### src/khbi_pkg.sv
//------------------------------------------------------------------------------
// khbi_pkg
// Shared types, constants and micro-op tables for the key hash bucket index
// block.
//------------------------------------------------------------------------------
`default_nettype none

package khbi_pkg;

  // Field widths
  localparam int unsigned KHBI_BYTE_W    = 8;
  localparam int unsigned KHBI_HASH_W    = 32;
  localparam int unsigned KHBI_IDX_W     = 16;
  localparam int unsigned KHBI_DIV_W     = 17;
  localparam int unsigned KHBI_SHAMT_W   = 5;
  localparam int unsigned KHBI_STEP_W    = 3;
  localparam int unsigned KHBI_CFG_IDX_W = 1;
  localparam int unsigned KHBI_CFG_DAT_W = 17;
  localparam int unsigned KHBI_SEL_W     = 2;
  localparam int unsigned KHBI_CNT_W     = $clog2(KHBI_HASH_W);

  // Defaults
  localparam longint unsigned KHBI_MAX_BUCKETS = 64'd65536;
  localparam logic [KHBI_DIV_W-1:0]  KHBI_BUCKETS_RST = 17'd16;
  localparam logic [KHBI_HASH_W-1:0] KHBI_FNV_SEED    = 32'd2166136261;

  // Register indexes
  typedef enum logic [KHBI_CFG_IDX_W-1:0] {
    CFG_HASH_SELECT  = 1'b0,
    CFG_BUCKET_COUNT = 1'b1
  } khbi_cfg_idx_t;

  // Hash modes; code 3 is served as shift-and-add
  typedef enum logic [KHBI_SEL_W-1:0] {
    HSEL_JENKINS   = 2'd0,
    HSEL_FNV       = 2'd1,
    HSEL_SHIFT_ADD = 2'd2
  } khbi_hsel_t;

  // Sequencer states
  typedef enum logic [2:0] {
    ST_IDLE,
    ST_FOLD,
    ST_FINISH,
    ST_MODULO,
    ST_DELIVER
  } khbi_state_t;

  // Shared unit operations
  typedef enum logic [0:0] {
    ALU_ADD_SHL = 1'b0,  // x + (y << s)
    ALU_XOR_SHR = 1'b1   // x ^ (y >> s)
  } khbi_alu_op_t;

  // Operand sources
  typedef enum logic [1:0] {
    SRC_H,
    SRC_T,
    SRC_B
  } khbi_src_t;

  typedef struct packed {
    khbi_alu_op_t            op;
    khbi_src_t               xsrc;
    khbi_src_t               ysrc;
    logic [KHBI_SHAMT_W-1:0] shamt;
    logic                    last;
  } khbi_uop_t;

  // Byte fold sequence for each mode
  function automatic khbi_uop_t khbi_fold_op(input logic [KHBI_SEL_W-1:0] mode,
                                             input logic [KHBI_STEP_W-1:0] step);
    khbi_uop_t u;
    u = '{op: ALU_ADD_SHL, xsrc: SRC_H, ysrc: SRC_B, shamt: 5'd0, last: 1'b1};
    case (khbi_hsel_t'(mode))
      HSEL_JENKINS: begin
        case (step)
          3'd0:    u = '{op: ALU_ADD_SHL, xsrc: SRC_H, ysrc: SRC_B, shamt: 5'd0,  last: 1'b0};
          3'd1:    u = '{op: ALU_ADD_SHL, xsrc: SRC_H, ysrc: SRC_H, shamt: 5'd10, last: 1'b0};
          default: u = '{op: ALU_XOR_SHR, xsrc: SRC_H, ysrc: SRC_H, shamt: 5'd6,  last: 1'b1};
        endcase
      end
      HSEL_FNV: begin
        // h*16777619 = t + t<<1 + t<<4 + t<<7 + t<<8 + t<<24, then xor byte
        case (step)
          3'd0:    u = '{op: ALU_ADD_SHL, xsrc: SRC_H, ysrc: SRC_T, shamt: 5'd1,  last: 1'b0};
          3'd1:    u = '{op: ALU_ADD_SHL, xsrc: SRC_H, ysrc: SRC_T, shamt: 5'd4,  last: 1'b0};
          3'd2:    u = '{op: ALU_ADD_SHL, xsrc: SRC_H, ysrc: SRC_T, shamt: 5'd7,  last: 1'b0};
          3'd3:    u = '{op: ALU_ADD_SHL, xsrc: SRC_H, ysrc: SRC_T, shamt: 5'd8,  last: 1'b0};
          3'd4:    u = '{op: ALU_ADD_SHL, xsrc: SRC_H, ysrc: SRC_T, shamt: 5'd24, last: 1'b0};
          default: u = '{op: ALU_XOR_SHR, xsrc: SRC_H, ysrc: SRC_B, shamt: 5'd0,  last: 1'b1};
        endcase
      end
      default: begin
        u = '{op: ALU_ADD_SHL, xsrc: SRC_B, ysrc: SRC_H, shamt: 5'd8, last: 1'b1};
      end
    endcase
    return u;
  endfunction

  // Jenkins finalization sequence
  function automatic khbi_uop_t khbi_finish_op(input logic [KHBI_STEP_W-1:0] step);
    khbi_uop_t u;
    case (step)
      3'd0:    u = '{op: ALU_ADD_SHL, xsrc: SRC_H, ysrc: SRC_H, shamt: 5'd3,  last: 1'b0};
      3'd1:    u = '{op: ALU_XOR_SHR, xsrc: SRC_H, ysrc: SRC_H, shamt: 5'd11, last: 1'b0};
      default: u = '{op: ALU_ADD_SHL, xsrc: SRC_H, ysrc: SRC_H, shamt: 5'd15, last: 1'b1};
    endcase
    return u;
  endfunction

endpackage

`default_nettype wire

### src/khbi_mod_unit.sv
//------------------------------------------------------------------------------
// khbi_mod_unit
// Restoring remainder unit: one dividend bit per cycle.
//------------------------------------------------------------------------------
`default_nettype none

module khbi_mod_unit import khbi_pkg::*; (
  input  logic                  clk,
  input  logic                  rst_n,
  input  logic                  start,
  input  logic [KHBI_HASH_W-1:0] dividend,
  input  logic [KHBI_DIV_W-1:0]  divisor,
  output logic                  done,
  output logic [KHBI_DIV_W-1:0]  remainder
);

  logic                   busy_r, busy_nxt;
  logic                   done_r, done_nxt;
  logic [KHBI_CNT_W-1:0]  cnt_r, cnt_nxt;
  logic [KHBI_HASH_W-1:0] dvd_r, dvd_nxt;
  logic [KHBI_DIV_W-1:0]  div_r, div_nxt;
  logic [KHBI_DIV_W-1:0]  rem_r, rem_nxt;
  logic [KHBI_DIV_W:0]    trial;
  logic [KHBI_DIV_W:0]    diff;

  // Shift in the next dividend bit, subtract when it fits
  assign trial = {rem_r, dvd_r[KHBI_HASH_W-1]};
  assign diff  = trial - {1'b0, div_r};

  always_comb begin
    busy_nxt = busy_r;
    done_nxt = 1'b0;
    cnt_nxt  = cnt_r;
    dvd_nxt  = dvd_r;
    div_nxt  = div_r;
    rem_nxt  = rem_r;
    if (start) begin
      busy_nxt = 1'b1;
      cnt_nxt  = '0;
      dvd_nxt  = dividend;
      div_nxt  = divisor;
      rem_nxt  = '0;
    end else if (busy_r) begin
      dvd_nxt = dvd_r << 1;
      rem_nxt = (trial >= {1'b0, div_r}) ? diff[KHBI_DIV_W-1:0] : trial[KHBI_DIV_W-1:0];
      cnt_nxt = cnt_r + 1'b1;
      if (cnt_r == KHBI_CNT_W'(KHBI_HASH_W - 1)) begin
        busy_nxt = 1'b0;
        done_nxt = 1'b1;
      end
    end
  end

  // Control
  always_ff @(posedge clk) begin
    if (!rst_n) begin
      busy_r <= 1'b0;
      done_r <= 1'b0;
      cnt_r  <= '0;
    end else begin
      busy_r <= busy_nxt;
      done_r <= done_nxt;
      cnt_r  <= cnt_nxt;
    end
  end

  // Datapath
  always_ff @(posedge clk) begin
    dvd_r <= dvd_nxt;
    div_r <= div_nxt;
    rem_r <= rem_nxt;
  end

  assign done      = done_r;
  assign remainder = rem_r;

endmodule

`default_nettype wire

### config.mk
export PLATFORM = sky130hd
export DESIGN_NAME = khbi_mod_unit
export DESIGN_NICKNAME = d
export VERILOG_FILES = /design/src/khbi_pkg.sv /design/src/khbi_mod_unit.sv
export SDC_FILE = /design/constraint.sdc
export NUM_CORES = 1
export LEC_CHECK = 0
export ABC_AREA = 1
export ABC_CLOCK_PERIOD_IN_PS = 3000
export BUFFER_PORTS_ARGS = -buffer_cell sky130_fd_sc_hd__buf_2
export CAP_MARGIN = 20
export CORE_MARGIN = 5
export CORE_UTILIZATION = 60
export CTS_BUF_LIST = sky130_fd_sc_hd__clkbuf_8
export CTS_CLUSTER_DIAMETER = 40
export DETAILED_ROUTE_END_ITERATION = 10
export PLACE_DENSITY = 0.83
export SLEW_MARGIN = 20
export SYNTH_ARGS = -nofsm -noshare
export SYNTH_HDL_FRONTEND = slang
export SYNTH_SLANG_ARGS = --single-unit
### constraint.sdc
create_clock -name clk -period 3 [get_ports clk]
set_input_delay 0.15 -clock clk [delete_from_list [all_inputs] [get_ports clk]]
set_output_delay 0.15 -clock clk [all_outputs]
set_load 0.02 [all_outputs]
==> flow_summary.json <==
{
  "rsz0062_at_grt": "false",
  "met1_usage": 0.289,
  "sw_frac_of_total": 0.249,
  "clk_pin_slew_worst_paths_ns": 0.08,
  "cpMostUsedCell": "nand2_1",
  "viasPerCell": 5.00,
  "initial_utilization": 0.619,
  "p_int_mw": 1.66,
  "io_pins": 70,
  "synthDistinctLibCells": 32,
  "p_leak_nw": 2.67,
  "avgSynthCellArea_um2": 7.71,
  "clkPwrFrac": 0.342,
  "cts-resized-gates": 0,
  "synth_fp_nets": 617,
  "synth_cells": 545,
  "htree_levels": 3,
  "drive_gt1_frac": 0.175,
  "fp-row-count": 30,
  "syn-cell-area_mm2": 0.00420,
  "postRouteAntennaNets": 0,
  "fp.coreArea_mm2": 0.00679,
  "yosys_warnings": 0,
  "clock_skew_ns": 0.00753,
  "cts_root_buf": "clkbuf_8",
  "cts_tree": "yes",
  "fin_tns_setup_ns": 0,
  "ys_seq_elements": 73,
  "max_slew.worst_pin.slew_ns": 0.948,
  "hpwlAfterDp_mm": 6.94,
  "nNetsFinal": 706,
  "grt_pass1_wl_mm": 16.3,
  "firstDrtPassIters": 5,
  "path_buf_inv": 0,
  "max_cap_violations": 0,
  "worstPathRequired_ns": 3.27,
  "cp-end-kind": "flip-flop",
  "post-route-period-util": 0.724,
  "p_sw_mw": 0.551,
  "cts_buffer_depth": 2,
  "maxSlewViolCount": 0,
  "finalInstanceArea_mm2": 0.00500,
  "seqPwrFrac": 0.530,
  "numCtsBuffers": 9,
  "die_w_um": 93.7,
  "grt_max_degree": 40,
  "place_congestion": 0.946,
  "antenna_found_initial": 0,
  "clock-sinks": 73,
  "dpl_cell_area_mm2": 0.00463,
  "use_met2": 0.406,
  "crit_family": "simple AND/OR/NAND/NOR gates",
  "start_kind": "flip-flop",
  "max_stage_delay_ns": 0.40,
  "antenna_cells": 0,
  "layout.cells.non_filler": 735,
  "path_cells": "ha_1, nand2_1, nand2_1, nand2_1, nand2_1, nand2_1, nand2_1, nor2_4, nand2_4, nand2_1, nand2_1, o21ai_0",
  "grt_usage": 0.234,
  "ys_seq_area_frac": 0.464,
  "setup_viol": 0,
  "p_comb_frac": 0.128,
  "clock.fmax_mhz": 460,
  "num_vias": 3672,
  "cp_max_fo": 18,
  "relSlewSlack": 0.366,
  "min_path_type": "input port to flip-flop",
  "fin_crit_ns": 2.17,
  "crit_type": "flip-flop to flip-flop",
  "port_buffers": 69,
  "vdd_drop_max_uv": 416,
  "hold_violations": 0,
  "worst_path_max_delay_cell": "nor2_4",
  "wire_per_inst_um": 13.0,
  "power_density_mw_per_mm2": 443,
  "grt_overflow": 0,
  "grt_use_met3": 0.0545,
  "clkLatencyLatePin_ns": 0.34,
  "busiest_layer": "met2",
  "crit_arrival_ns": 2.44,
  "drt_iter0_markers": 213,
  "die_h_um": 93.7,
  "drc": 0,
  "floorplan.die_area_mm2": 0.00878,
  "area_delta_synth_final_pct": 18.9,
  "routed_wl_mm": 9.53,
  "r2r_setup_slack_ns": 0.83,
  "first_global_vias": 3701,
  "status": "completed",
  "post-place-cells": 702
}
[tightest hold or removal path: stages]
cell and delay [ns]:
buf_2 0.08, nand2_1 0.05, inv_1 0.04
[per-layer routing]
layer / part of all wire / up-vias
met2: 0.50 / 119
li1: - / 1878
met1: 0.42 / 1665
met4: 0.011 / 0
met5: 0 / -
met3: 0.066 / 10
[area by class of cell]
class,instances,area [um2]
repair buffers,91,553
well taps,96,120
clock inverters,6,57.6
inverters,87,327
clock buffers,10,138
multi-input cells,372,1850
fillers,504,1800
flip-flops and latches,73,1950
[cell usage after synthesis, drive strengths merged]
library cell | number | area, um2
nand4 | 2 | 12.5
nor2 | 23 | 101
xnor2 | 5 | 43.8
fa | 1 | 20.0
and2 | 1 | 6.26
a21oi | 13 | 65.1
or2 | 1 | 6.26
nor3 | 5 | 36.3
xor2 | 2 | 17.5
edfxtp | 49 | 1470
nand3b | 6 | 45.0
ha | 19 | 238
clkbuf | 8 | 30.0
and3 | 1 | 6.26
a211oi | 1 | 7.51
a31oi | 1 | 6.26
o21ai | 10 | 53.8
dfxtp | 24 | 480
inv | 87 | 327
buf | 5 | 45.0
nand2 | 235 | 910
nand3 | 46 | 275
[power groups by stage]
stage / combinational (mW) / sequential, mW / clock [mW]
2_1_floorplan: 0.173 / 1.19 / 0
3_3_place_gp: 0.257 / 1.19 / 0
3_5_place_dp: 0.262 / 1.20 / 0
4_1_cts: 0.281 / 1.17 / 0.775
5_1_grt: 0.324 / 1.18 / 0.812
6_report: 0.283 / 1.17 / 0.757
[cells by family (layout without fill, tap and decap cells)]
logic type	Yosys count	after routing	share of synthesized area
XOR/XNOR	7	7	0.0146
AND/OR/NAND/NOR	320	320	0.333
AO/OA/AOI/OAI	25	25	0.0315
flip-flops	73	73	0.464
buffers and inverters	100	194	0.0955
adder cells (fa/ha/maj)	20	20	0.0613
[layout by cell type (no fill, tap or decap), drive strengths merged, types with 2 or more instances in the layout]
master       Yosys  layout
a21oi           13      13
buf              5      74
clkbuf           8      10
clkinv           0       3
clkinvlp         0       2
dfxtp           24      24
dlygate4sd3      0      17
edfxtp          49      49
ha              19      19
inv             87      87
nand2          235     235
nand3           46      46
nand3b           6       6
nand4            2       2
nor2            23      23
nor3             5       5
o21ai           10      10
xnor2            5       5
xor2             2       2
[per-stage QoR]
step | power (mW) | hold slack [ns] | worst slack (ns) | utilization
after detailed placement | 1.46 | 0.328 | 0.861 | 0.682
after global placement | 1.45 | 0.326 | 0.934 | 0.682
after global routing | 2.32 | 0.0697 | 0.571 | 0.736
after CTS | 2.23 | 0.0619 | 0.835 | 0.736
final | 2.21 | 0.0802 | 0.828 | 0.736
after floorplan | 1.37 | 0.249 | 1.09 | -
[state kept, by name, indices dropped and copies added (netlist names)]
register	cells
dvd_r	32
div_r	17
remainder	17
cnt_r	5
busy_r	1
done	1
[worst paths after layout]
check | start | end | depth (start not counted)
min | dividend[0] | dvd_r[0]$_SDFFCE_PN0P_ | 3
max reg2reg | remainder[10]$_SDFFE_PP0P_ | remainder[2]$_SDFFE_PP0P_ | 12
min reg2reg | remainder[13]$_SDFFE_PP0P_ | remainder[13]$_SDFFE_PP0P_ | 2
max | remainder[10]$_SDFFE_PP0P_ | remainder[2]$_SDFFE_PP0P_ | 12
[timing repair]
item	4_1_cts	5_1_grt
endpoints found under the hold margin	17	0
hold buffers	17	0
setup buffers	0	0
Power figures use the tool's default switching activity.
