[src/khbi_pkg.sv]
//------------------------------------------------------------------------------
// khbi_pkg
// Shared types, constants and micro-op tables for the key hash bucket index
// block.
//------------------------------------------------------------------------------
`default_nettype none

package khbi_pkg;

  // Field widths
  localparam int unsigned KHBI_BYTE_W    = 8;
  localparam int unsigned KHBI_HASH_W    = 32;
  localparam int unsigned KHBI_IDX_W     = 16;
  localparam int unsigned KHBI_DIV_W     = 17;
  localparam int unsigned KHBI_SHAMT_W   = 5;
  localparam int unsigned KHBI_STEP_W    = 3;
  localparam int unsigned KHBI_CFG_IDX_W = 1;
  localparam int unsigned KHBI_CFG_DAT_W = 17;
  localparam int unsigned KHBI_SEL_W     = 2;
  localparam int unsigned KHBI_CNT_W     = $clog2(KHBI_HASH_W);

  // Defaults
  localparam longint unsigned KHBI_MAX_BUCKETS = 64'd65536;
  localparam logic [KHBI_DIV_W-1:0]  KHBI_BUCKETS_RST = 17'd16;
  localparam logic [KHBI_HASH_W-1:0] KHBI_FNV_SEED    = 32'd2166136261;

  // Register indexes
  typedef enum logic [KHBI_CFG_IDX_W-1:0] {
    CFG_HASH_SELECT  = 1'b0,
    CFG_BUCKET_COUNT = 1'b1
  } khbi_cfg_idx_t;

  // Hash modes; code 3 is served as shift-and-add
  typedef enum logic [KHBI_SEL_W-1:0] {
    HSEL_JENKINS   = 2'd0,
    HSEL_FNV       = 2'd1,
    HSEL_SHIFT_ADD = 2'd2
  } khbi_hsel_t;

  // Sequencer states
  typedef enum logic [2:0] {
    ST_IDLE,
    ST_FOLD,
    ST_FINISH,
    ST_MODULO,
    ST_DELIVER
  } khbi_state_t;

  // Shared unit operations
  typedef enum logic [0:0] {
    ALU_ADD_SHL = 1'b0,  // x + (y << s)
    ALU_XOR_SHR = 1'b1   // x ^ (y >> s)
  } khbi_alu_op_t;

  // Operand sources
  typedef enum logic [1:0] {
    SRC_H,
    SRC_T,
    SRC_B
  } khbi_src_t;

  typedef struct packed {
    khbi_alu_op_t            op;
    khbi_src_t               xsrc;
    khbi_src_t               ysrc;
    logic [KHBI_SHAMT_W-1:0] shamt;
    logic                    last;
  } khbi_uop_t;

  // Byte fold sequence for each mode
  function automatic khbi_uop_t khbi_fold_op(input logic [KHBI_SEL_W-1:0] mode,
                                             input logic [KHBI_STEP_W-1:0] step);
    khbi_uop_t u;
    u = '{op: ALU_ADD_SHL, xsrc: SRC_H, ysrc: SRC_B, shamt: 5'd0, last: 1'b1};
    case (khbi_hsel_t'(mode))
      HSEL_JENKINS: begin
        case (step)
          3'd0:    u = '{op: ALU_ADD_SHL, xsrc: SRC_H, ysrc: SRC_B, shamt: 5'd0,  last: 1'b0};
          3'd1:    u = '{op: ALU_ADD_SHL, xsrc: SRC_H, ysrc: SRC_H, shamt: 5'd10, last: 1'b0};
          default: u = '{op: ALU_XOR_SHR, xsrc: SRC_H, ysrc: SRC_H, shamt: 5'd6,  last: 1'b1};
        endcase
      end
      HSEL_FNV: begin
        // h*16777619 = t + t<<1 + t<<4 + t<<7 + t<<8 + t<<24, then xor byte
        case (step)
          3'd0:    u = '{op: ALU_ADD_SHL, xsrc: SRC_H, ysrc: SRC_T, shamt: 5'd1,  last: 1'b0};
          3'd1:    u = '{op: ALU_ADD_SHL, xsrc: SRC_H, ysrc: SRC_T, shamt: 5'd4,  last: 1'b0};
          3'd2:    u = '{op: ALU_ADD_SHL, xsrc: SRC_H, ysrc: SRC_T, shamt: 5'd7,  last: 1'b0};
          3'd3:    u = '{op: ALU_ADD_SHL, xsrc: SRC_H, ysrc: SRC_T, shamt: 5'd8,  last: 1'b0};
          3'd4:    u = '{op: ALU_ADD_SHL, xsrc: SRC_H, ysrc: SRC_T, shamt: 5'd24, last: 1'b0};
          default: u = '{op: ALU_XOR_SHR, xsrc: SRC_H, ysrc: SRC_B, shamt: 5'd0,  last: 1'b1};
        endcase
      end
      default: begin
        u = '{op: ALU_ADD_SHL, xsrc: SRC_B, ysrc: SRC_H, shamt: 5'd8, last: 1'b1};
      end
    endcase
    return u;
  endfunction

  // Jenkins finalization sequence
  function automatic khbi_uop_t khbi_finish_op(input logic [KHBI_STEP_W-1:0] step);
    khbi_uop_t u;
    case (step)
      3'd0:    u = '{op: ALU_ADD_SHL, xsrc: SRC_H, ysrc: SRC_H, shamt: 5'd3,  last: 1'b0};
      3'd1:    u = '{op: ALU_XOR_SHR, xsrc: SRC_H, ysrc: SRC_H, shamt: 5'd11, last: 1'b0};
      default: u = '{op: ALU_ADD_SHL, xsrc: SRC_H, ysrc: SRC_H, shamt: 5'd15, last: 1'b1};
    endcase
    return u;
  endfunction

endpackage

`default_nettype wire

[src/khbi_alu.sv]
//------------------------------------------------------------------------------
// khbi_alu
// Shared shift unit: one shifted add or one shifted xor per cycle.
//------------------------------------------------------------------------------
`default_nettype none

module khbi_alu import khbi_pkg::*; (
  input  khbi_alu_op_t            op,
  input  logic [KHBI_HASH_W-1:0]  x,
  input  logic [KHBI_HASH_W-1:0]  y,
  input  logic [KHBI_SHAMT_W-1:0] shamt,
  output logic [KHBI_HASH_W-1:0]  res
);

  always_comb begin
    case (op)
      ALU_ADD_SHL: res = x + (y << shamt);
      ALU_XOR_SHR: res = x ^ (y >> shamt);
      default:     res = x;
    endcase
  end

endmodule

`default_nettype wire

[config.mk]
export PLATFORM = sky130hd
export DESIGN_NAME = khbi_alu
export DESIGN_NICKNAME = d
export VERILOG_FILES = /design/src/khbi_pkg.sv /design/src/khbi_alu.sv
export SDC_FILE = /design/constraint.sdc
export NUM_CORES = 1
export LEC_CHECK = 0
export ABC_AREA = 1
export BUFFER_PORTS_ARGS = -buffer_cell sky130_fd_sc_hd__buf_4
export CORE_MARGIN = 5
export CORE_UTILIZATION = 54
export DETAILED_ROUTE_END_ITERATION = 12
export PLACE_DENSITY = 0.79
export SLEW_MARGIN = 20
export SYNTH_ARGS = -nofsm -noshare
export SYNTH_HDL_FRONTEND = slang
export SYNTH_SLANG_ARGS = --single-unit
[constraint.sdc]
create_clock -name vclk -period 3.19
set_input_delay 0.4785 -clock vclk [all_inputs]
set_output_delay 0.4785 -clock vclk [all_outputs]
set_load 0.02 [all_outputs]
==> flow_summary.json, run 1 <==
{
  "status": "did not finish",
  "stop_stage": "5_1_grt",
  "tool.error": "[ERROR DPL-0038] Utilization greater than 100%, impossible to legalize",
  "synth_area_um2": 5599,
  "crit_endpoint": "res[18]",
  "die_y_um": 111.8,
  "dp_cells": 1553,
  "syn_inst": 1170,
  "ys_seq_area_share_pct": 0,
  "grt_max_degree": 47,
  "gp_congestion": 1.061,
  "dpl-instance-area_um2": 7888,
  "yosys_warnings": 0,
  "dp_hpwl_um": 21880,
  "start_util_pct": 54.73,
  "endpoint_type": "top-level output",
  "synth_nets": 1272,
  "ioPinCount": 102,
  "io_buffers": 102,
  "synth_cell_types": 41,
  "dieWidth_um": 111.8,
  "num_rows": 37,
  "syn_avg_cell_area_um2": 4.786
}
## through the flow
stage,hold WS (ns),worst slack (ns)
after detailed placement,1.350,-0.9941
after CTS,1.350,-0.5844
after global placement,1.318,-1.043
after floorplan,1.155,0.0003682
## kinds of logic after synthesis
group	share of synthesized area, %
buffers and inverters	10.26
muxes	0.3576
and+or+nand+nor	57.72
adders and majority gates	7.285
AOI/OAI and AO/OA	23.75
xor gates and xnor gates	0.6258
## what timing repair did
| action | 4_1_cts |
|---|---|
| pin swaps | 63 |
| buffers inserted | 31 |
| hold buffers | 0 |
| endpoints found under the hold margin | 0 |
| setup endpoints to repair | 30 |
| cloned | 3 |
| resized for setup | 259 |
## cells in the mapped netlist, drive strengths merged
master | n | area, µm²
xnor2 | 1 | 8.760
nand4 | 12 | 75.07
a31o | 3 | 26.28
ha | 31 | 387.9
a21o | 5 | 37.54
nand3 | 195 | 985.9
o21a | 4 | 30.03
clkinv | 2 | 7.510
buf | 49 | 259.0
o21bai | 5 | 37.54
nand2 | 437 | 1645
a21oi | 73 | 369.1
o311ai | 1 | 8.760
nor4 | 1 | 6.260
o211ai | 17 | 127.6
a211oi | 1 | 7.510
or2 | 2 | 12.51
nor2 | 79 | 296.5
a21boi | 3 | 22.52
nor3 | 12 | 60.06
inv | 66 | 247.7
and2 | 6 | 37.54
o221ai | 1 | 8.760
mux2i | 2 | 20.02
o21ai | 121 | 616.8
nand3b | 15 | 112.6
a31oi | 6 | 37.54
xor2 | 3 | 26.28
fa | 1 | 20.02
clkbuf | 16 | 60.06
==> inputs of run 2 (changes only) <==
--- a/config.mk
+++ b/config.mk
@@ -8,9 +8,9 @@
 export ABC_AREA = 1
 export BUFFER_PORTS_ARGS = -buffer_cell sky130_fd_sc_hd__buf_4
 export CORE_MARGIN = 5
-export CORE_UTILIZATION = 54
+export CORE_UTILIZATION = 40
 export DETAILED_ROUTE_END_ITERATION = 12
-export PLACE_DENSITY = 0.79
+export PLACE_DENSITY_LB_ADDON = 0.15
 export SLEW_MARGIN = 20
 export SYNTH_ARGS = -nofsm -noshare
 export SYNTH_HDL_FRONTEND = slang
==> constraint.sdc (replaced) <==
create_clock -name vclk -period 4.1
set_input_delay 0.615 -clock vclk [all_inputs]
set_output_delay 0.615 -clock vclk [all_outputs]
set_load 0.02 [all_outputs]
==> flow_summary.json, run 2 <==
{
  "syn_inst": 1170,
  "gp_congestion": 0.9942,
  "track_usage_pct": 30.86,
  "cellPowerDensity_nw_per_um2": 176.0,
  "synth_nets": 1272,
  "ioPinCount": 102,
  "drc": 0,
  "crit_top_cell": "nand2_1",
  "yosys_warnings": 0,
  "final_area_um2": 8969,
  "gr-total-overflow": 0,
  "coreArea_um2": 13830,
  "path_buf_inv": 7,
  "critPathMaxFanout": 6,
  "ir_drop_v": 0.00008245,
  "start_util_pct": 40.49,
  "fmax_mhz": 249.1,
  "crit_path_start_kind": "input pin",
  "p_leak_uw": 0.004445,
  "clock_buffers": 0,
  "critPathSlowestCell": "ha_2",
  "p_int_uw": 680.0,
  "dp_hpwl_um": 21930,
  "dr.pass1.iters": 6,
  "worstMarginPinSlew_ns": 0.5547,
  "drive_gt1_share_pct": 37.48,
  "hold_violations": 0,
  "path_class": "input pin to output port",
  "die-area_um2": 16460,
  "holdPathEnd": "res[30]",
  "postRouteAntennaNets": 0,
  "postCtsHoldBufs": 0,
  "yosys-top-cells-area": "nand2_1 29%, nand3_1 17%, ha_1 6.9%",
  "finalCriticalPeriod_ns": 4.015,
  "combPwrFrac_pct": 100.0,
  "max-cap-violations": 0,
  "crit_chain": "buf_12 > inv_6 > nand2_1 > nand2_1 > nor2_1 > a31oi_2 > o21ai_0 > buf_4 > nand2_1 > o21ai_2 > nor2_1 > ha_2 > nand2_4 > inv_1 > nand2_1 > buf_4 > inv_1 > a21oi_2 > nand3_1 > a21oi_1 > o21ai_0 > nand2_1 > buf_4",
  "power_frac_seq_pct": 0,
  "drv_slew": 0,
  "syn_avg_cell_area_um2": 4.786,
  "io_buffers": 102,
  "status": "complete, no violations",
  "critPathMaxStageDelay_ns": 0.34,
  "hold_start": "x[30]",
  "min_period_over_period_pct": 97.93,
  "diodes": 0,
  "hold_path_depth": 4,
  "final_cell_mix": "381 x nand2_1, 278 x buf_4, 186 x nand3_1",
  "area.sequential_um2": 0,
  "clkPwrFrac_pct": 0,
  "drt-vias-per-instance": 5.635,
  "cp_top_family": "simple AND/OR/NAND/NOR gates",
  "hold_path.class": "input pin to output port",
  "rsz0062_at_grt": "true",
  "crit_start": "shamt[0]",
  "synth_top_cell_by_area": "nand2_1",
  "worst_slack_ns": 0.08496,
  "grt_pass1_wl_um": 41560,
  "power.share.switching_pct": 56.93,
  "switching_power_uw": 898.9,
  "dieWidth_um": 128.3,
  "synth_area_um2": 5599,
  "drt_iter0_markers": 977,
  "antenna_found_initial": 0,
  "pre_cts_slack_ns": -0.3020,
  "nNetsFinal": 1510,
  "vias": 8937,
  "wl_per_cell_um": 17.12,
  "ys_seq_area_share_pct": 0,
  "area_growth_pct": 60.18,
  "wirelength_um": 27150,
  "relSlewSlack_pct": 63.02,
  "worstPathArrival_ns": 3.40,
  "yosysMostFrequentCell": "nand2_1",
  "num_rows": 43,
  "first_global_vias": 8235,
  "layout_commonest_cell": "nand2_1",
  "ys_top_cells_by_count": "435 x nand2_1, 193 x nand3_1, 79 x nor2_1",
  "seq_cell_count": 0,
  "synth_top_area_share_pct": 29.16,
  "end_kind": "output port",
  "die_y_um": 128.3,
  "synth_cell_types": 41,
  "setup_viol": 0,
  "crit_required_ns": 3.48,
  "grt_max_degree": 47,
  "dpl-instance-area_um2": 7682
}
## run 2: cell counts after synthesis
No cell type changed its count.
## run 2: per-layer routing
layer | part of all wire [%] | vias up | track usage (%)
li1 | - | 4443 | -
met1 | 44 | 4040 | 43.12
met2 | 45 | 406 | 50.26
met3 | 8.0 | 48 | 3.042
met4 | 3.2 | 0 | 8.864
met5 | 0 | - | 0
## run 2: area by class of cell
| type | instances | area (µm²) |
|---|---|---|
| inverters | 68 | 264.0 |
| well taps | 180 | 225.2 |
| repair buffers | 301 | 2460 |
| fillers | 1416 | 4858 |
| multi-input cells | 1037 | 6020 |
## run 2: per-stage QoR
step | utilization (%) | power, µW | instances | hold slack (ns) | TNS [ns]
2_1_floorplan | - | 718.6 | 1170 | 1.442 | 0
3_3_place_gp | 55.56 | 1284 | 1565 | 1.591 | -3.341
3_5_place_dp | 55.56 | 1283 | 1565 | 1.597 | -3.207
4_1_cts | 57.80 | 1363 | 1573 | 1.595 | -0.02389
5_1_grt | 64.86 | 1704 | 1586 | 1.640 | -0.2720
6_report | 64.86 | 1579 | 1586 | 1.602 | 0
## run 2: kinds of logic after synthesis
group           synth area share (%)
compound gates                 23.75
xor+xnor                      0.6258
fa+ha+maj                      7.285
buf+inv                        10.26
mux                           0.3576
simple gates                   57.72
## run 2: worst max path at each step
stage               endpoint  slack, ns  depth (start not counted)
finish               res[17]       0.08                         23
global route         res[17]      -0.05                         24
CTS                  res[20]      -0.01                         25
detailed placement   res[29]      -0.30                         23
global placement     res[23]      -0.28                         20
floorplan            res[26]       0.26                         19
## run 2: power by group through the flow
stage	sequential [µW]	combinational (µW)	clock, µW
2_1_floorplan	0	719	0
4_1_cts	0	1360	0
5_1_grt	0	1700	0
6_report	0	1580	0
3_5_place_dp	0	1280	0
3_3_place_gp	0	1280	0
## run 2: repair_timing
| item | CTS | global route |
|---|---|---|
| pin swaps | 32 | 77 |
| cloned | 0 | 3 |
| resized for setup | 95 | 216 |
| endpoints found under the setup margin | 20 | 26 |
| setup buffers | 9 | 11 |
No activity file was read; power rests on OpenSTA's default activity.
==> inputs of run 3 (changes only) <==
--- a/config.mk
+++ b/config.mk
@@ -7,7 +7,7 @@
 export LEC_CHECK = 0
 export ABC_AREA = 1
 export BUFFER_PORTS_ARGS = -buffer_cell sky130_fd_sc_hd__buf_4
-export CORE_MARGIN = 5
+export CORE_MARGIN = 1.5
 export CORE_UTILIZATION = 40
 export DETAILED_ROUTE_END_ITERATION = 12
 export PLACE_DENSITY_LB_ADDON = 0.15
==> flow_summary.json, run 3 (synthesis gave the netlist of run 2 again) <==
{
  "status": "complete, no violations",
  "postRouteAntennaNets": 0,
  "path_class": "input pin to output port",
  "final_cell_mix": "397 x nand2_1, 262 x buf_4, 185 x nand3_1",
  "postCtsHoldBufs": 0,
  "track_usage_pct": 32.73,
  "coreArea_um2": 13770,
  "max-cap-violations": 0,
  "grt_pass1_wl_um": 38450,
  "area.sequential_um2": 0,
  "p_leak_uw": 0.004364,
  "area_growth_pct": 55.24,
  "ir_drop_v": 0.00008064,
  "worstMarginPinSlew_ns": 0.5414,
  "die_y_um": 121.3,
  "num_rows": 43,
  "power_frac_seq_pct": 0,
  "p_int_uw": 653.6,
  "setup_viol": 0,
  "diodes": 0,
  "hold_violations": 0,
  "fmax_mhz": 249.2,
  "power.share.switching_pct": 57.37,
  "dieWidth_um": 121.3,
  "clock_buffers": 0,
  "relSlewSlack_pct": 63.91,
  "wl_per_cell_um": 16.41,
  "critPathMaxFanout": 12,
  "drive_gt1_share_pct": 34.44,
  "hold_path.class": "input pin to output port",
  "hold_path_depth": 5,
  "drt-vias-per-instance": 5.631,
  "fillers": 1415,
  "nNetsFinal": 1495,
  "min_period_over_period_pct": 97.86,
  "drv_slew": 0,
  "dr.pass1.iters": 5,
  "seq_cell_count": 0,
  "gp_congestion": 0.9853,
  "start_util_pct": 40.65,
  "crit_path_start_kind": "input pin",
  "end_kind": "output port",
  "finalCriticalPeriod_ns": 4.012,
  "die-area_um2": 14720,
  "clkPwrFrac_pct": 0,
  "switching_power_uw": 879.5,
  "holdPathEnd": "res[5]",
  "ioPinCount": 102,
  "dp_hpwl_um": 20460,
  "crit_required_ns": 3.48,
  "first_global_vias": 7723,
  "drt_iter0_markers": 927,
  "multi_input_area_um2": 5846,
  "hold_start": "x[5]",
  "setup_tns_ns": 0,
  "vias": 8846,
  "rsz0062_at_grt": "true",
  "io_buffers": 102,
  "pre_cts_slack_ns": -0.3824,
  "wirelength_um": 25780,
  "combPwrFrac_pct": 100.0,
  "worst_slack_ns": 0.08770,
  "layout_commonest_cell": "nand2_1",
  "worstPathArrival_ns": 3.40,
  "antenna_found_initial": 0,
  "drc": 0,
  "cellPowerDensity_nw_per_um2": 176.4,
  "gr-total-overflow": 0,
  "grt_max_degree": 61
}
## run 3: worst max-delay path by stage
stage	start	to	slack, ns	cells past startpoint
floorplan	shamt[3]	res[26]	0.26	19
global placement	shamt[0]	res[29]	-0.39	25
detailed placement	shamt[0]	res[29]	-0.38	25
CTS	shamt[0]	res[18]	0.002	24
global route	shamt[0]	res[24]	-0.09	23
finish	shamt[1]	res[28]	0.09	19
## run 3: critical path: stages
cell and delay [ns]:
buf_4 0.15, inv_1 0.08, buf_12 0.15, buf_4 0.15, nand3_1 0.13, nand2_1 0.11, o21ai_2 0.15, o21ai_2 0.09
buf_4 0.15, o21ai_0 0.23, ha_2 0.36, a21oi_2 0.21, o21ai_0 0.12, a21oi_1 0.13, o21a_1 0.16, nand3_1 0.10
nand3_2 0.10, nand2_1 0.05, buf_4 0.16
## run 3: final cells by class
class	instances	share of cell area, %
multi-input combinational	1037	67.25
timing repair buffer	286	27.11
inverter	68	3.052
tap	180	2.591
## run 3: what timing repair did
item                                    in CTS  in global routing
endpoints found under the setup margin      19                 24
pin swaps                                    7                 69
buffers inserted                             3                 13
resized for setup                           39                231
cloned                                       0                  2
## run 3: power groups by stage
stage                     combinational [µW]  sequential [µW]  clock (µW)
final                                   1530                0           0
after global routing                    1650                0           0
after CTS                               1300                0           0
after detailed placement                1270                0           0
after global placement                  1270                0           0
after floorplan                          719                0           0
## run 3: stage by stage
step / hold WS, ns / std cells / power, µW / cell area [µm²] / utilization [%]
after floorplan: 1.442 / 1170 / 718.6 / 5599 / -
after global placement: 1.600 / 1554 / 1268 / 7637 / 55.45
after detailed placement: 1.607 / 1554 / 1271 / 7637 / 55.45
after CTS: 1.607 / 1557 / 1302 / 7751 / 56.28
after global routing: 1.642 / 1571 / 1654 / 8692 / 63.11
final: 1.613 / 1571 / 1533 / 8692 / 63.11
## run 3: metal layers
metal | share of wire (%) | GRT usage (%) | vias to the layer above
met4 | 3.2 | 10.37 | 0
met5 | 0 | 0 | -
met1 | 42 | 44.38 | 3985
li1 | - | - | 4410
met2 | 46 | 53.39 | 401
met3 | 8.7 | 4.370 | 50
==> inputs of run 4 (changes only) <==
--- a/config.mk
+++ b/config.mk
@@ -5,7 +5,6 @@
 export SDC_FILE = /design/constraint.sdc
 export NUM_CORES = 1
 export LEC_CHECK = 0
-export ABC_AREA = 1
 export BUFFER_PORTS_ARGS = -buffer_cell sky130_fd_sc_hd__buf_4
 export CORE_MARGIN = 1.5
 export CORE_UTILIZATION = 40
==> flow_summary.json, run 4 <==
{
  "ys_top_cells_by_count": "112 x nor2_1, 77 x a21oi_1, 73 x o21ai_0",
  "critPathSlowestCell": "nor4b_2",
  "wirelength_um": 24770,
  "worst_slack_ns": -0.6705,
  "drt-vias-per-instance": 5.843,
  "synth_top_cell_by_area": "mux2i_1",
  "ioPinCount": 102,
  "worstPathArrival_ns": 4.16,
  "hold_violations": 0,
  "status": "finished with violations",
  "drc": 0,
  "path_class": "input pin to output port",
  "dieWidth_um": 118.0,
  "gp_congestion": 0.9549,
  "dr.pass1.iters": 5,
  "diodes": 0,
  "start_util_pct": 41.43,
  "ys_seq_area_share_pct": 0,
  "postRouteAntennaNets": 0,
  "die-area_um2": 13930,
  "die_y_um": 118.0,
  "yosys_warnings": 0,
  "synth_nets": 848,
  "io_buffers": 102,
  "area.sequential_um2": 0,
  "cellPowerDensity_nw_per_um2": 193.8,
  "nNetsFinal": 1164,
  "relSlewSlack_pct": 50.85,
  "yosysMostFrequentCell": "nor2_1",
  "dp_hpwl_um": 18910,
  "use_met1_pct": 42.83,
  "drive_gt1_share_pct": 54.25,
  "first_global_vias": 7250,
  "min_period_over_period_pct": 116.4,
  "gr-total-overflow": 0,
  "end_kind": "output port",
  "drt_iter0_markers": 610,
  "yosys-top-cells-area": "mux2i_1 12%, mux4_2 11%, nor2_1 7.9%",
  "crit_chain": "buf_12 > buf_12 > nand2b_1 > o21ai_4 > mux2i_4 > buf_4 > mux2i_1 > buf_4 > nor2_1 > nor2_2 > buf_4 > buf_4 > a21oi_1 > ha_1 > a21o_1 > a211oi_1 > nor2_1 > o41ai_4 > mux2i_1 > nor4b_2 > xor2_2 > buf_6",
  "p_leak_uw": 0.004176,
  "met2_usage_pct": 61.66,
  "num_rows": 41,
  "worstMarginPinSlew_ns": 0.7372,
  "dp_cells": 1170,
  "pre_cts_slack_ns": -0.9884,
  "synth_area_um2": 5293,
  "path_buf_inv": 7,
  "postCtsHoldBufs": 0,
  "synth_cell_types": 63,
  "crit_required_ns": 3.48,
  "syn_inst": 746,
  "crit_top_cell": "buf_4",
  "hold_path.class": "input pin to output port",
  "critPathMaxFanout": 10,
  "grt_pass1_wl_um": 38270,
  "rsz0062_at_grt": "true",
  "antenna_found_initial": 0,
  "wl_per_cell_um": 20.11,
  "fillers": 999,
  "seq_cell_count": 0,
  "ir_drop_v": 0.00007804,
  "gr-usage-met3_pct": 1.599,
  "area_growth_pct": 73.74,
  "violations": "setup timing",
  "track_usage_pct": 33.80,
  "clock_buffers": 0,
  "drv_slew": 0,
  "critPathMaxStageDelay_ns": 0.39,
  "setup_viol": 24,
  "busiest_layer": "met2",
  "vias": 7198,
  "layout_commonest_cell": "buf_4",
  "coreArea_um2": 12770,
  "final_cell_mix": "321 x buf_4, 97 x nor2_1, 49 x mux2i_1",
  "cp_top_family": "buffers and inverters",
  "syn_avg_cell_area_um2": 7.095,
  "synth_top_area_share_pct": 12.29,
  "layout.cells.non_filler": 1232,
  "fmax_mhz": 209.6,
  "grt_max_degree": 63,
  "max-cap-violations": 0,
  "finalCriticalPeriod_ns": 4.770,
  "dpl-instance-area_um2": 7740,
  "final_area_um2": 9195,
  "crit_path_start_kind": "input pin"
}
==> run 4: cell count changes in the layout (fill, tap and decap cells not counted), moves of 21 or more <==
cell / before / now
nand2_2: 35 / 3
xor2_1: 3 / 24
o21ai_1: 51 / 24
buf_6: 11 / 35
xnor2_1: 1 / 26
buf_4: 262 / 321
inv_1: 58 / 9
mux2i_1: 1 / 49
mux4_2: 0 / 30
nand3_1: 185 / 6
nand2_1: 397 / 44
nor2_1: 50 / 97
==> run 4: final timing paths <==
check,from,to,slack (ns),depth (start not counted)
worst min-delay path,x[31],res[31],1.50,3
worst max-delay path,shamt[0],res[31],-0.67,22
==> run 4: power breakdown <==
part	leakage [µW]	switching [µW]	total [µW]	internal, µW
registers	0	0	0	0
logic	0.00418	894	1780	888
clock network	0	0	0	0
==> run 4: final cells by class <==
type	count	area, µm²	area share [%]
timing repair buffer	369	3072	33.41
tap	172	215.2	2.340
multi-input combinational	679	5862	63.75
inverter	12	46.29	0.5035
==> run 4: logic make-up after synthesis <==
family                     synth area share (%)
xor gates and xnor gates                  9.267
muxes                                     28.18
AOI/OAI and AO/OA                         27.87
buffers and inverters                     6.170
adders and majority gates                 7.707
and+or+nand+nor                           20.80
==> run 4: what timing repair did <==
item / in CTS / in global routing
resized for setup: 175 / 52
endpoints found under the setup margin: 25 / 27
pin swaps: 84 / 25
buffers inserted: 55 / 10
cloned: 3 / 0
==> run 4: routing by layer <==
layer | vias to the layer above | part of all wire, %
li1 | 3393 | -
met2 | 295 | 49
met5 | - | 0
met3 | 61 | 4.1
met4 | 0 | 4.0
met1 | 3449 | 43
==> run 4: stage by stage <==
stage	utilization [%]	total power [µW]	setup TNS (ns)	hold slack [ns]
3_3_place_gp	60.59	1416	-14.42	1.517
4_1_cts	69.27	1668	-7.110	1.509
3_5_place_dp	60.59	1438	-15.38	1.518
5_1_grt	71.99	1886	-12.47	1.502
2_1_floorplan	-	829.0	-3.688	1.317
6_report	71.99	1782	-9.284	1.499
==> run 4: worst min-delay path, cell delays in order <==
cell and delay (ns):
buf_4 0.09, xor2_2 0.05, buf_6 0.12
